--- config.mk ---
export PLATFORM = sky130hd
export DESIGN_NAME = ilha_ctrl
export DESIGN_NICKNAME = d
export VERILOG_FILES = /design/src/hdl/ilha_pkg.sv /design/src/hdl/ilha_ctrl.sv
export SDC_FILE = /design/constraint.sdc
export NUM_CORES = 1
export LEC_CHECK = 0
export BUFFER_PORTS_ARGS = -buffer_cell sky130_fd_sc_hd__buf_2
export CORE_AREA = 2 2 45 77
export CTS_BUF_LIST = sky130_fd_sc_hd__clkbuf_4
export CTS_CLUSTER_SIZE = 20
export DETAILED_ROUTE_END_ITERATION = 16
export DIE_AREA = 0 0 47 79
export PLACE_DENSITY = 0.75
export SLEW_MARGIN = 20
export SYNTH_ARGS = -nofsm -noshare
export SYNTH_HDL_FRONTEND = slang
export SYNTH_SLANG_ARGS = --single-unit
--- constraint.sdc ---
create_clock -name clk -period 5.8 [get_ports clk]
set_clock_uncertainty 0.1 [all_clocks]
set_input_delay 0.58 -clock clk [delete_from_list [all_inputs] [get_ports clk]]
set_output_delay 0.58 -clock clk [all_outputs]
set_load 0.02 [all_outputs]
--- src/hdl/ilha_pkg.sv ---
// Shared constants, datapath command codes and datapath status for the heap allocator.
package ilha_pkg;

  localparam int HEAP_BYTES_DEF    = 16777216;
  localparam int GRANULE_BYTES_DEF = 8;
  localparam int HEADER_BYTES_DEF  = 40;

  localparam int OFF_W  = 26;
  localparam int SIZE_W = 24;
  localparam int ENT_W  = 25;
  localparam int ZONE_LEFT = 4;
  localparam int ZONE_BOTH = 8;

  localparam logic [1:0] OP_ALLOC  = 2'd0;
  localparam logic [1:0] OP_FREE   = 2'd1;
  localparam logic [1:0] OP_RESIZE = 2'd2;

  typedef enum logic [4:0] {
    DP_NOP,
    DP_CLR,
    DP_LOAD,
    DP_FF_REQ,
    DP_FF_ZERO,
    DP_FF_INIT,
    DP_FF_RD,
    DP_FF_CHK,
    DP_FF_SPLIT,
    DP_REL_RD,
    DP_REL_W,
    DP_JF_RD,
    DP_JF_H,
    DP_JF_RDNX,
    DP_JF_NX,
    DP_JF_WR,
    DP_RS_RD,
    DP_RS_LATCH,
    DP_RS_W1,
    DP_RS_W2,
    DP_RS_NX,
    DP_RS_RDNX,
    DP_RS_SETJ,
    DP_RS_RD2,
    DP_RS_TOT,
    DP_RS_W3A,
    DP_RS_W3B,
    DP_RS_OK,
    DP_MV_OK,
    DP_RESP
  } dp_cmd_t;

  typedef struct packed {
    logic       clr_last;
    logic [1:0] op;
    logic       is_null;
    logic       loc_ok;
    logic       req_zero;
    logic       ff_end;
    logic       ff_fit;
    logic       jf_end;
    logic       rd_avail;
    logic       np_lt_sz;
    logic       rn_eq_rs;
    logic       split_ok;
    logic       np_le_rs;
    logic       grow_fit;
    logic       ok;
    logic       out_busy;
  } dp_stat_t;

endpackage

--- src/hdl/ilha_ctrl.sv ---
// Controller of the heap allocator: sequences walks, frees and resizes.
module ilha_ctrl (
  input  logic               clk,
  input  logic               rst_n,
  input  logic               in_valid,
  output logic               in_ready,
  output ilha_pkg::dp_cmd_t  cmd,
  input  ilha_pkg::dp_stat_t stat
);

  typedef enum logic [4:0] {
    S_CLR, S_IDLE, S_DECODE, S_FF_Z, S_FF_INIT, S_FF_RD, S_FF_CHK, S_FF_SPLIT,
    S_REL_RD, S_REL_W, S_JF_RD, S_JF_H, S_JF_RDNX, S_JF_NX, S_JF_WR,
    S_RS_RD, S_RS_LATCH, S_RS_DEC, S_RS_W2, S_RS_NX, S_RS_RDNX, S_RS_NXC,
    S_RS_RD2, S_RS_TOT, S_RS_CMP, S_RS_W3, S_RS_OK, S_MV_START, S_MV_CHK, S_RESP
  } state_t;

  state_t state_r, state_nxt, ret_r, ret_nxt, jret_r, jret_nxt;

  always_comb begin
    state_nxt = state_r;
    ret_nxt   = ret_r;
    jret_nxt  = jret_r;
    cmd       = ilha_pkg::DP_NOP;
    unique case (state_r)
      S_CLR: begin
        cmd = ilha_pkg::DP_CLR;
        if (stat.clr_last) state_nxt = S_IDLE;
      end
      S_IDLE: begin
        if (in_valid) begin
          cmd       = ilha_pkg::DP_LOAD;
          state_nxt = S_DECODE;
        end
      end
      S_DECODE: begin
        cmd     = ilha_pkg::DP_FF_REQ;
        ret_nxt = S_RESP;
        case (stat.op)
          ilha_pkg::OP_ALLOC: state_nxt = S_FF_INIT;
          ilha_pkg::OP_FREE:
            state_nxt = (!stat.is_null && stat.loc_ok) ? S_REL_RD : S_RESP;
          ilha_pkg::OP_RESIZE: begin
            if (stat.is_null) state_nxt = S_FF_INIT;
            else if (!stat.loc_ok) state_nxt = S_RESP;
            else if (stat.req_zero) begin
              state_nxt = S_REL_RD;
              ret_nxt   = S_FF_Z;
            end else state_nxt = S_RS_RD;
          end
          default: state_nxt = S_RESP;
        endcase
      end
      S_FF_Z: begin
        cmd       = ilha_pkg::DP_FF_ZERO;
        ret_nxt   = S_RESP;
        state_nxt = S_FF_INIT;
      end
      S_FF_INIT: begin
        cmd       = ilha_pkg::DP_FF_INIT;
        state_nxt = S_FF_RD;
      end
      S_FF_RD: begin
        if (stat.ff_end) state_nxt = ret_r;
        else begin
          cmd       = ilha_pkg::DP_FF_RD;
          state_nxt = S_FF_CHK;
        end
      end
      S_FF_CHK: begin
        cmd       = ilha_pkg::DP_FF_CHK;
        state_nxt = stat.ff_fit ? S_FF_SPLIT : S_FF_RD;
      end
      S_FF_SPLIT: begin
        cmd       = ilha_pkg::DP_FF_SPLIT;
        state_nxt = ret_r;
      end
      S_REL_RD: begin
        cmd       = ilha_pkg::DP_REL_RD;
        state_nxt = S_REL_W;
      end
      S_REL_W: begin
        cmd       = ilha_pkg::DP_REL_W;
        jret_nxt  = ret_r;
        state_nxt = S_JF_RD;
      end
      S_JF_RD: begin
        cmd       = ilha_pkg::DP_JF_RD;
        state_nxt = S_JF_H;
      end
      S_JF_H: begin
        cmd       = ilha_pkg::DP_JF_H;
        state_nxt = S_JF_RDNX;
      end
      S_JF_RDNX: begin
        if (stat.jf_end) state_nxt = S_JF_WR;
        else begin
          cmd       = ilha_pkg::DP_JF_RDNX;
          state_nxt = S_JF_NX;
        end
      end
      S_JF_NX: begin
        cmd       = ilha_pkg::DP_JF_NX;
        state_nxt = stat.rd_avail ? S_JF_RDNX : S_JF_WR;
      end
      S_JF_WR: begin
        cmd       = ilha_pkg::DP_JF_WR;
        state_nxt = jret_r;
      end
      S_RS_RD: begin
        cmd       = ilha_pkg::DP_RS_RD;
        state_nxt = S_RS_LATCH;
      end
      S_RS_LATCH: begin
        cmd       = ilha_pkg::DP_RS_LATCH;
        state_nxt = S_RS_DEC;
      end
      S_RS_DEC: begin
        if (stat.np_lt_sz) begin
          if (stat.rn_eq_rs) begin
            cmd       = ilha_pkg::DP_RS_W1;
            state_nxt = S_RS_OK;
          end else if (stat.split_ok) begin
            cmd       = ilha_pkg::DP_RS_W1;
            state_nxt = S_RS_W2;
          end else state_nxt = S_MV_START;
        end else if (stat.np_le_rs) begin
          cmd       = ilha_pkg::DP_RS_W1;
          state_nxt = S_RS_OK;
        end else begin
          cmd       = ilha_pkg::DP_RS_NX;
          state_nxt = S_RS_RDNX;
        end
      end
      S_RS_W2: begin
        cmd       = ilha_pkg::DP_RS_W2;
        state_nxt = S_RS_OK;
      end
      S_RS_NX: begin
        cmd       = ilha_pkg::DP_RS_NX;
        state_nxt = S_RS_RDNX;
      end
      S_RS_RDNX: begin
        if (stat.jf_end) state_nxt = S_MV_START;
        else begin
          cmd       = ilha_pkg::DP_RS_RDNX;
          state_nxt = S_RS_NXC;
        end
      end
      S_RS_NXC: begin
        if (stat.rd_avail) begin
          cmd       = ilha_pkg::DP_RS_SETJ;
          jret_nxt  = S_RS_RD2;
          state_nxt = S_JF_RD;
        end else state_nxt = S_MV_START;
      end
      S_RS_RD2: begin
        cmd       = ilha_pkg::DP_RS_RD2;
        state_nxt = S_RS_TOT;
      end
      S_RS_TOT: begin
        cmd       = ilha_pkg::DP_RS_TOT;
        state_nxt = S_RS_CMP;
      end
      S_RS_CMP: begin
        if (stat.grow_fit) begin
          cmd       = ilha_pkg::DP_RS_W3A;
          state_nxt = S_RS_W3;
        end else state_nxt = S_MV_START;
      end
      S_RS_W3: begin
        cmd       = ilha_pkg::DP_RS_W3B;
        state_nxt = S_RS_OK;
      end
      S_RS_OK: begin
        cmd       = ilha_pkg::DP_RS_OK;
        state_nxt = S_RESP;
      end
      S_MV_START: begin
        cmd       = ilha_pkg::DP_FF_REQ;
        ret_nxt   = S_MV_CHK;
        state_nxt = S_FF_INIT;
      end
      S_MV_CHK: begin
        cmd       = ilha_pkg::DP_MV_OK;
        ret_nxt   = S_RESP;
        state_nxt = stat.ok ? S_REL_RD : S_RESP;
      end
      S_RESP: begin
        if (!stat.out_busy) begin
          cmd       = ilha_pkg::DP_RESP;
          state_nxt = S_IDLE;
        end
      end
      default: state_nxt = S_IDLE;
    endcase
  end

  always_ff @(posedge clk) begin
    if (!rst_n) begin
      state_r  <= S_CLR;
      ret_r    <= S_RESP;
      jret_r   <= S_RESP;
      in_ready <= 1'b0;
    end else begin
      state_r  <= state_nxt;
      ret_r    <= ret_nxt;
      jret_r   <= jret_nxt;
      in_ready <= (state_nxt == S_IDLE);
    end
  end

  a_ready_idle: assert property (@(posedge clk) disable iff (!rst_n)
    in_ready |-> state_r == S_IDLE)
    else $error("ready outside idle");
  a_load_on_beat: assert property (@(posedge clk) disable iff (!rst_n)
    cmd == ilha_pkg::DP_LOAD |=> state_r == S_DECODE)
    else $error("load not followed by decode");
  a_resp_then_idle: assert property (@(posedge clk) disable iff (!rst_n)
    cmd == ilha_pkg::DP_RESP |=> in_ready)
    else $error("not ready after result");

endmodule

# Word-level counts from Yosys, hierarchy flattened
# Cells that the tools add are included.
# word_totals
out_inout_bits	6
inputBits	20
reg_bits	16
# classes
n_mux	40
n_reduce_logical	11
eq_ne	33
# ops
op	n
$pmux W5 S29	1
$pmux W5 S28	1
$mux W5	22
$eq A5 B5 Y1 const B	14
$eq A5 B4 Y1 const B	8
$pmux W5 S3	2
$eq A5 B3 Y1 const B	4
$mux W4	5
$eq A5 B1 Y1 const B	2
$eq A5 B2 Y1 const B	2
$mux W2	5
$pmux W5 S2	1
$mux W3	3
$reduce_or A2 Y1	4
$logic_not A5 Y1	1
$reduce_bool A3 Y1	1
$eq A2 B1 Y1 const B	1
$eq A2 B2 Y1 const B	1
$logic_not A2 Y1	1
$ne A2 B2 Y1 const B	1
$reduce_and A2 Y1	1
$reduce_bool A2 Y1	1
$logic_and A1 B1 Y1	1
$logic_not A1 Y1	1

# Longest topological paths before layout
# Gate-level depths: netlist (run 1).
# logic_depth
ltp_word	6
mapped_depth	9
mapped_depth_nobuf	6

# Least setup slack after synthesis (run 1)
# OpenSTA, ideal clock, no wires.
# synth_timing
path_kind	register -> output
from	register state_r[4]
to	output port cmd[3]
stages_incl_launch_ff	8
setup_slack_ns	3.203
arrival_time_ns	1.917
n_path_buf	4
cell_sequence	dfxtp_1 > buf_6 > buf_6 > buf_2 > buf_2 > a21oi_1 > a21oi_1 > o311ai_0
# synth_via
elab_chain_len	3
word_cells_on_any_way	32
cone_classes	29 x eq/ne; 1 x mux; 2 x reduce/logical
# synth_lines
item	line	source
start: declaration	ilha_ctrl.sv:18	state_t state_r, state_nxt, ret_r, ret_nxt, jret_r, jret_nxt;
start signal: assignment	ilha_ctrl.sv:206	state_r <= state_nxt;
$eq A5 B2 Y1 / $eq A5 B5 Y1 (equally long branches)	ilha_ctrl.sv:25	unique case (state_r)
$reduce_or A2 Y1 (no source line)	--	
$pmux W5 S29 *	ilha_ctrl.sv:25	
end: declaration	ilha_ctrl.sv:7	output ilha_pkg::dp_cmd_t cmd,
# Every way passes the cells marked *; elsewhere a longest branch is shown, timed or not.

# Final worst setup path (run 1)
# layout_timing
from	register state_r[1]
to	output port cmd[2]
# The elaborated chain is that of the path after synthesis.

==> results.md, run 1 <==
Synthesis:
- The synthesized-area fraction occupied by ao, oa, aoi and oai cells is 35.2%.
- The biggest area consumer among synthesized cells is dfxtp_1.
- The share of Yosys cell area claimed by the top area cell type is 16.0%.
- The synthesized design contains 0 enable-type register cells.
- The async set or reset register ratio after synthesis is 0%.
- The most used flip-flop cell after synthesis is dfxtp_1.
- The most frequently used cell type in the post-synthesis netlist is nor2_1.
- After synthesis, the share of cell area in mux cells is 0%.
- The largest family of logic cells by synthesized area is simple AND/OR/NAND/NOR gates.
- The sequential area share after synthesis is approximately 16%.
- The register bit total from synthesis is 13.
- Ranked by instance count, the synthesized netlist is headed by nor2_1 (26), o21ai_0 (20), a21oi_1 (19), nand2_1 (15), dfxtp_1 (13).
- The cell area that synthesis handed to floorplanning was 1620 sq um.
- After synthesis, the cell types taking the most area are dfxtp_1 (16%), o21ai_0 (6.2%), nor2_1 (6.0%).
- The xor and xnor area share after synthesis is 0%.
- The average cell area after synthesis is ~7 sq um.
- The synthesized net count is 256.
- The basic-gate share of the synthesized area counting and, or, nand and nor cells is between 30% and 40%.
- The number of different library cells used by synthesis comes to 62.
- For this run, the number of Yosys warnings is 0.
- The number of cells produced by synthesis is approximately 240.
- The share of synthesized cell area in full adder, half adder and majority cells is 0%.

Die:
- In this run the core area contains 27 standard-cell rows.
- The die area is 3710 sq um.
- The area of the placeable core is 3110 sq um.
- 26 I/O pins were placed.
- From bottom edge to top edge, the die measures 79 um.
- Once the floorplan was initialized, standard cells occupied 52.3% of the core.
- The horizontal extent of the die is 47 um.

Finish:
- Relative to the synthesized area, the layout overhead comes to 6.86%.
- 0 antenna diodes ended up in the layout.
- Cells with a size suffix above 1 make up between 10% and 20% of the layout.
- The net count reported at finish is 271.
- Leaving out filler cells and counting taps, the final layout contains approximately 290.
- The filler cell count is approximately 350.
- At the end of the flow the core is filled with cells to between 50 and 60%.

Global route:
- In the global route stage, overall resource usage came out at 28.9%.
- The number of antenna violations at the first check in global routing is 0.
- The pin count of the biggest net entering global routing is about 40.
- The number of global-route vias before repair came to 1,743.
- The residual overflow from global routing is 0.
- The first global-routing pass estimated a little under 8000 um of wire.

Clock tree:
- The H-tree level count is 1.
- The longest clock path from root to sink contains 2 buffers.
- After clock tree synthesis, the clock-pin slew on the worst setup and hold paths is 70 ps.
- Hold repair after CTS inserted 0 buffers.
- The CTS buffer count is 3.
- In this run the post-CTS setup repair buffer count came out at 0.
- The clock sink total is 13.
- The clock latency on the worst-skew pair is 270 ps.
- The total of cells resized after clock tree synthesis is 0.
- The clock tree from TritonCTS is built.
- The tree is rooted in a clkbuf_4.

Timing:
- Setup total negative slack on the finished layout was measured at 0 ps.
- The final critical path takes up between 50 and 60% of the cycle.
- Setup repair after global routing left no endpoint under its margin.
- The total setup violations reported at the end of the flow is 0.
- The transition time at the pin with the least slew margin is 1060 ps.
- The number of hold violations in the final report is 0.
- The final max-slew violation count is 0.
- Measured against its own limit, the worst slew margin works out to around 30%.
- The highest attainable clock frequency is 317 MHz.
- The worst path needs 3150 ps of the cycle, external delays included.

Route:
- The post-detailed-route wirelength per cell is 17.5 um.
- The post-route antenna net violation count is 0.
- The number of remaining DRC errors is 0.
- The via count is 1,919.
- The number of iterations in the first detailed-routing pass is 4.
- Dividing the detail-routed via count by the number of cells gives 6.55.
- The wire length reported by the detailed router is 5110 um.
- The DRC violation total after the first TritonRoute iteration is 88.

Power:
- In this run the static leakage power is 0.000682 uW.
- The net load switching power is about 400 uW.
- In this run, the combinational gates consume 71.1% of the power.
- The worst IR drop on VDD is about 0.4 mV.
- The internal power is 327 uW.
- Registers are responsible for 20.9% of the overall power.
- In this run switching power makes up 55.1% of total power.
- For this design the ratio of total power to cell area is 419 nW/um^2.
- The clock power share is approximately 8.0%.

Min path:
- Counting instances, the worst hold path has a depth of 1.
- The worst hold-check path type is reg2reg.

Placement:
- Port buffering added 25 buffers.
- The number of instances in the placed design is between 200 and 300.
- At the end of routability-driven placement, the weighted congestion stood at 0.969.
- Once detailed placement completed, the half-perimeter wirelength came to 3860 um.

Critical path:
- The largest fanout of any net on the critical path is 34.
- The stage delay of the slowest cell on the critical path is between 1000 and 1500 ps.
- The worst setup path is captured at an output pin.
- The depth of the most critical reg-to-reg path is 6.
- Traced cell by cell, the critical path runs through nand2b_1 > nor2_1 > a221oi_2 > o32ai_1 > inv_1 > nand3_1 > buf_2.
- STA classifies the critical path startpoint as a flip-flop.
- The slowest cell on the critical path is dfxtp_1.
- The data arrival at the endpoint of the critical path is approximately 2500 ps.
- The type of the setup path with the least slack is reg2out.
- The required arrival time at the worst endpoint is 5120 ps.

Status:
- The flow ran to the end, and the final reports show no timing, DRC or antenna violations.

Run:
- The tool flagged a number of max-cap violations equal to 0.
[worst max-delay path: cells and delay by family, from the launching register on]
family	cells	cell delay [ps]
flip-flops	1	1020
buffers and inverters	2	260
AND/OR/NAND/NOR	3	480
AO/OA/AOI/OAI	2	430
[registers in the layout, indices dropped and copies added (netlist names)]
name / flops
state_r: 5
jret_r: 4
ret_r: 3
in_ready: 1
[per-layer routing]
metal / wire length (um) / track usage, % / vias to the layer above
li1: - / - / 916
met2: 2570 / 47.9 / 103
met3: 342 / 2.73 / 24
met5: 0 / 0 / -
met4: 320 / 18.6 / 0
met1: 1890 / 33.1 / 876
[cells in the final DEF (no fill, tap or decap), types with 2 or more instances in the layout]
cell type,n
o21ai_0,20
a22o_1,3
buf_4,3
and2_1,4
nor2b_1,9
nand4_1,2
nor4b_1,2
o31ai_1,2
a2111oi_0,2
a221oi_1,2
nand2_1,15
nand3b_1,4
clkbuf_4,4
dfxtp_1,13
a211oi_2,2
buf_2,25
a221o_1,4
nand3_1,12
o211ai_1,4
and3_1,2
nor2_1,26
a31oi_1,3
a21oi_1,19
inv_1,11
nor3_1,10
o311ai_0,2
nand2b_1,8
a32oi_1,2
o211a_1,2
o32ai_1,2
[power groups by stage]
stage          logic [uW]  registers [uW]  clock network, uW
2_1_floorplan         426             127                  0
3_3_place_gp          506             150                  0
3_5_place_dp          503             151                  0
4_1_cts               505             150               60.9
5_1_grt               556             155               64.7
6_report              517             152               58.3
[logic make-up (layout without fill, tap and decap cells)]
group / Yosys count / after routing
flip-flops: 13 / 13
buffers and inverters: 30 / 44
AND/OR/NAND/NOR: 111 / 111
AO/OA/AOI/OAI: 82 / 82
[layout make-up]
type / instances / area, sq um / area share, %
multi-input cells: 193 / 1200 / 69.1
flip-flops and latches: 13 / 260 / 15.0
repair buffers: 28 / 148 / 8.51
well taps: 43 / 53.8 / 3.10
inverters: 12 / 45.0 / 2.60
clock buffers: 4 / 30.0 / 1.73
[per-stage QoR]
step	cell area, sq um	worst slack [ps]	hold WS [ps]	total power, uW
CTS	1740	2740	414	715
detailed placement	1710	3060	391	655
global route	1740	2500	446	776
global placement	1710	3020	394	655
floorplan	1620	3200	352	553
finish	1740	2650	418	727
[path summary, 6_finish.rpt]
kind	slack (ps)	endpoint	startpoint
worst min register to register	420	jret_r[0]$_SDFFE_PN1P_	jret_r[0]$_SDFFE_PN1P_
worst max-delay path	2650	cmd[2]	state_r[1]$_SDFF_PN0_
worst max register to register	2970	in_ready$_SDFF_PN0_	state_r[1]$_SDFF_PN0_
worst min-delay path	420	jret_r[0]$_SDFFE_PN1P_	jret_r[0]$_SDFFE_PN1P_
Power figures use the tool's default switching activity.
==> inputs of run 2 (changes only) <==
- clock period: 5.8 -> 3.3 ns (I/O delays scaled with it)
==> results.md, run 2 (synthesis gave the netlist of run 1 again) <==
Power:
- The power per cell area is 734 nW/um^2 (+75%).
- The worst IR drop on VDD is 0.440 mV (+13%).
- The leakage power total came to 0.000698 uW (+2.3%).

Clock tree:
- The CTS buffer count is 3 (unchanged).
- The clock latency on the worst-skew pair is 270 ps (about the same).
- The post-CTS clock slew at the launch and capture registers of the worst setup and hold paths came to 70 ps (about the same).
- The total of cells resized after clock tree synthesis came to 0 (unchanged).
- The cell sitting at the root of the clock tree is a clkbuf_4.
- The number of hold buffers added after CTS came to 0 (unchanged).
- The clock sink total is 13 (unchanged).
- The total setup buffers inserted after CTS is 0 (unchanged).
- TritonCTS built the clock tree.
- The H-tree level count came to 1 (unchanged).
- The number of buffers on the longest clock path came to 2 (unchanged).

Finish:
- The largest registers in the layout are state_r: 5 flops, jret_r: 4 flops, ret_r: 3 flops.
- More flip-flops sit in one register than any other, and that register is state_r.
- The flip-flop count of the largest register, all copies and words added is 5 (unchanged).
- Leaving out fill and tap cells, the most frequent cell in the layout is nor2_1.
- The fraction of layout cells with a size suffix above 1 is 18.6% (+0.98 points).
- The post-route cell area was 1760 sq um (+1.3%).
- From synthesis to final layout, the design area changed by 8.24%.
- The non-filler instance count after layout was 296 (+1.0%).
- The utilization after layout is 56.6% (+0.72 points).
- Leaving out fill and tap cells, the most frequent cells in the layout are nor2_1 (26), buf_2 (25), o21ai_0 (20), a21oi_1 (19), nand2_1 (15).
- The count of inserted antenna diode cells is 0 (unchanged).
- The net count reported at finish was 274 (+1.1%).

Timing:
- The sum of negative setup slack is 0 ps (unchanged).
- The total setup violations reported at the end of the flow is 0 (unchanged).
- The transition time at the pin with the least slew margin is 749 ps (-308 ps).
- The highest attainable clock frequency is 342 MHz.
- The headroom to the max-slew limit was 50.0% (+21 points).
- The number of hold violations in the final report is 0 (unchanged).
- The final max-slew violation count is 0 (unchanged).
- The worst hold slack after final layout came to 184 ps (-234 ps).
- The worst path needs ~3000 ps of the cycle, external delays included.
- Setup repair after global routing left no endpoint under its margin.
- Of the available clock period, the critical path in the final layout requires 88.6%.

Placement:
- The number of instances in the placed design is 292 (+1.0%).
- The number of I/O port buffers came to 25 (unchanged).
- The placed wire-length estimate is 4060 um (+5.2%).
- The final RePlAce weighted congestion is 0.963 (-0.53%).
- The cell area after placement came to 1730 sq um (+1.3%).

Critical path:
- The required arrival time at the worst endpoint is 2870 ps (-2250 ps).
- The critical path is of the reg2out type.
- The critical path endpoint category is an output pin.
- The data arrival at the endpoint of the critical path is 2490 ps (+20 ps).
- STA classifies the critical path startpoint as a flip-flop.
- The largest fanout of any net on the critical path came to 22 (-35%).

Route:
- The met2 wirelength from detailed routing is 2570 um (+0.35%).
- The met1 wire length came to 1930 um (+2.1%).
- The number of iterations in the first detailed-routing pass came to 5 (+1).
- The length of routed met3 wiring is 408 um (+19%).
- The highest metal layer carrying signal wires in the routed design is met4.
- The DRC violation total after the first TritonRoute iteration came to 127 (+44%).
- The via density per instance is 6.66 (+1.7%).
- The wire length reported by the detailed router is 5260 um (+2.9%).
- The number of remaining DRC errors came to 0 (unchanged).
- The post-route antenna net violation count is 0 (unchanged).
- The post-detailed-route wirelength per cell is 17.8 um (+1.9%).
- The via count is 1,971 (+2.7%).

Die:
- The number of placed I/O pins is 26 (unchanged).
- The height of the chip is 79 um (unchanged).
- The horizontal extent of the die came to 47 um (unchanged).
- The die area was 3710 sq um (unchanged).
- The area of the placeable core was 3110 sq um (unchanged).
- The number of cell rows came to 27 (unchanged).
- The initial core utilization was 52.3% (unchanged).

Global route:
- The number of antenna violations at the first check in global routing is 0 (unchanged).
- The pin count of the biggest net entering global routing is 27 (-34%).
- The number of global-route vias before repair came to 1,718 (-1.4%).
- The residual overflow from global routing is 0 (unchanged).
- The wire length of the first global-routing pass is 8200 um (+3.4%).
- The global router's overall resource usage is 29.9% (+1.0 points).

Run:
- The max capacitance violation total is 0 (unchanged).

Status:
- The flow ran to the end, and the final reports show no timing, DRC or antenna violations.

Min path:
- In this run the worst hold path is classified as in2reg.
run 2: changes by cell type in the layout (fill, tap and decap cells not counted), sizes merged:
| cell | delta |
|---|---|
| buf | +3 |
run 2: final timing paths:
kind | start | to | slack (ps) | depth (start not counted)
setup / recovery | state_r[4]$_SDFF_PN0_ | cmd[0] | 380 | 7
hold / removal | rst_n | jret_r[2]$_SDFFE_PN1P_ | 180 | 2
setup reg to reg | state_r[4]$_SDFF_PN0_ | in_ready$_SDFF_PN0_ | 630 | 7
hold reg to reg | jret_r[3]$_SDFFE_PN1P_ | jret_r[3]$_SDFFE_PN1P_ | 410 | 1
run 2: power breakdown:
| part | switching, uW | total (uW) | internal, uW |
|---|---|---|---|
| Combinational | 544 | 884 | 340 |
| Sequential | 115 | 303 | 189 |
| Clock | 48.1 | 103 | 55.1 |
run 2: through the flow:
step / setup slack [ps] / total power [uW]
floorplan: 953 / 972
global placement: 696 / 1160
detailed placement: 720 / 1160
CTS: 424 / 1270
global route: 271 / 1380
finish: 376 / 1290
run 2: area by class of cell:
cell class | count | area [sq um]
clock buffer | 4 | 30.0
tap | 43 | 53.8
sequential | 13 | 260
fill | 332 | 1350
inverter | 12 | 45.0
multi-input combinational | 193 | 1200
timing repair buffer | 31 | 170
run 2: per-layer routing:
metal,global-route usage [%],vias up
met5,0,-
met4,17.5,0
met3,3.41,31
met2,48.6,117
met1,35.7,896
li1,-,927
run 2: worst max-delay path: stages, from the launching register on:
cell and delay, ps:
dfxtp_1 800, buf_4 360, nor2b_1 130, a21oi_1 230
nor2_1 60, o21ai_0 320, o211ai_1 130, buf_2 170
==> inputs of run 3 (changes only) <==
- REMOVE_ABC_BUFFERS: not set -> 1
==> results.md, run 3 (synthesis gave the netlist of run 1 again) <==
Clock tree:
- The number of hold buffers added after CTS came to 0 (unchanged).
- The H-tree level count is 1 (unchanged).
- The clock latency on the worst-skew pair was 280 ps (about the same).
- The total of cells resized after clock tree synthesis was 0 (unchanged).
- The number of buffers on the longest clock path is 2 (unchanged).
- The clock tree from TritonCTS is built.
- The post-CTS clock slew at the launch and capture registers of the worst setup and hold paths is 80 ps (about the same).
- The cell at the root of the clock tree is clkbuf_4.
- The total setup buffers inserted after CTS was 0 (unchanged).
- The clock sink total is 13 (unchanged).
- The CTS buffer count is 3 (unchanged).

Run:
- The max capacitance violation total was 0 (unchanged).

Critical path:
- The critical path endpoint category is an output pin.
- The largest fanout of any net on the critical path came to 23 (+4.5%).
- The required arrival time at the worst endpoint is 2870 ps (about the same).
- The type of the setup path with the least slack is reg2out.
- STA classifies the critical path startpoint as a flip-flop.
- The data arrival at the endpoint of the critical path is 2640 ps (+150 ps).

Power:
- The net load switching power came to 727 uW (+2.9%).
- The power per cell area is 745 nW/um^2 (+1.5%).
- The clock power share is 8.0% (about the same).
- The switching share of power is 55.3% (+0.49 points).
- The sequential cell fraction of total power is 22.7% (-0.8 points).
- The leakage power total is 0.000703 uW (+0.78%).
- The worst IR drop on VDD came to 0.451 mV (+2.3%).
- The combinational power share is 69.3% (+0.8 points).
- The internal power is 589 uW (+0.88%).

Global route:
- The number of global-route vias before repair is 1,847 (+7.5%).
- The residual overflow from global routing came to 0 (unchanged).
- The wire length of the first global-routing pass is 8760 um (+6.8%).
- The global router's overall resource usage came to 31.7% (+1.8 points).
- The pin count of the biggest net entering global routing came to 35 (+30%).
- The number of antenna violations at the first check in global routing is 0 (unchanged).

Timing:
- The final max-slew violation count is 0 (unchanged).
- The transition time at the pin with the least slew margin is 1090 ps (+337 ps).
- The headroom to the max-slew limit was 27.5% (-22 points).
- The sum of negative setup slack came to 0 ps (unchanged).
- The number of hold violations in the final report is 0 (unchanged).
- The ratio of final minimum period to clock period was 93.1% (+4.5 points).
- The highest attainable clock frequency is 325 MHz (-4.9%).
- The minimum clock period was 3070 ps (+149 ps).
- The total setup violations reported at the end of the flow is 0 (unchanged).
- Setup repair after global routing left no endpoint under its margin.

Route:
- The post-detailed-route wirelength per cell is 18.9 um (+6.4%).
- The met2 wirelength from detailed routing came to 2780 um (+8.1%).
- Signal routing reaches up to met4.
- The length of routed met3 wiring is 507 um (+24%).
- The DRC violation total after the first TritonRoute iteration is 156 (+23%).
- The number of iterations in the first detailed-routing pass is 5 (unchanged).
- The wire length reported by the detailed router is 5620 um (+6.8%).
- The via density per instance is 6.81 (+2.3%).
- The post-route antenna net violation count is 0 (unchanged).
- The via count was 2,024 (+2.7%).
- The met1 wire length is 2000 um (+4.1%).
- The number of remaining DRC errors is 0 (unchanged).

Die:
- The horizontal extent of the die is 47 um (unchanged).
- The die area was 3710 sq um (unchanged).
- The area of the placeable core is 3110 sq um (unchanged).
- The initial core utilization came to 52.3% (unchanged).
- The height of the chip is 79 um (unchanged).
- The number of cell rows is 27 (unchanged).
- The number of placed I/O pins is 26 (unchanged).

Finish:
- In the layout the commonest cells are nor2_1 (26), buf_2 (25), o21ai_0 (20), a21oi_1 (19), nand2_1 (15).
- The net count reported at finish is 275 (+0.36%).
- The largest registers in the layout are state_r: 5 flops, jret_r: 4 flops, ret_r: 3 flops.
- More flip-flops sit in one register than any other, and that register is state_r.
- The utilization after layout is 56.8% (+0.24 points).
- The fraction of layout cells with a size suffix above 1 came to 18.9% (+0.32 points).
- The area growth from synthesis to layout is 8.71%.
- The leading cell type in the layout, fill and taps excluded is nor2_1.
- The count of inserted antenna diode cells is 0 (unchanged).
- The flip-flop count of the largest register, all copies and words added is 5 (unchanged).
- The filler cell count came to 334 (+0.60%).

Placement:
- The final RePlAce weighted congestion came to 1.02 (+6.2%).
- The number of I/O port buffers came to 25 (unchanged).
- The placed wire-length estimate is 4270 um (+5.2%).

Status:
- The flow ran to the end, and the final reports show no timing, DRC or antenna violations.

Min path:
- The tightest min-delay check is of the in2reg type.
[run 3: cell count changes in the layout (fill, tap and decap cells not counted), sizes merged]
cell  before  now
buf       31   32
[run 3: critical path, cell delays in order (launching register included)]
cell,delay (ps)
dfxtp_1,850
nor2b_1,620
nand2_1,170
o32ai_1,390
inv_1,80
nand3_1,90
buf_2,160
[run 3: metal layers]
layer  vias up  track usage (%)
met2       152             51.4
li1        926                -
met1       915             36.8
met3        31             3.86
met4         0             20.6
met5         -                0
[run 3: worst paths after layout]
path	startpoint	endpoint	slack, ps	cells after the start
setup / recovery	state_r[0]$_SDFF_PN0_	cmd[2]	230	6
hold / removal	rst_n	jret_r[2]$_SDFFE_PN1P_	180	2
setup reg to reg	state_r[1]$_SDFF_PN0_	in_ready$_SDFF_PN0_	420	6
hold reg to reg	jret_r[3]$_SDFFE_PN1P_	jret_r[3]$_SDFFE_PN1P_	400	1
[run 3: cell type report]
type,count,area [sq um],share of cell area [%]
Clock buffer,4,30.0,1.70
Multi-Input combinational cell,193,1200,67.9
Sequential cell,13,260,14.7
Tap cell,43,53.8,3.05
Inverter,12,45.0,2.55
Timing Repair Buffer,32,178,10.1
[run 3: power by group through the flow]
stage | Combinational, uW | Sequential, uW | Clock (uW)
2_1_floorplan | 554 | 329 | 0
3_3_place_gp | 882 | 294 | 0
3_5_place_dp | 880 | 293 | 0
4_1_cts | 884 | 290 | 105
5_1_grt | 973 | 304 | 110
6_report | 912 | 298 | 106
[run 3: metrics by stage]
step	hold WS [ps]	std cells	total power [uW]	cell area, sq um	worst slack (ps)
after floorplan	292	218	883	1500	633
after global placement	385	293	1180	1740	601
after detailed placement	384	293	1170	1740	556
after CTS	182	297	1280	1770	345
after global routing	183	297	1390	1770	167
final	177	297	1320	1770	227
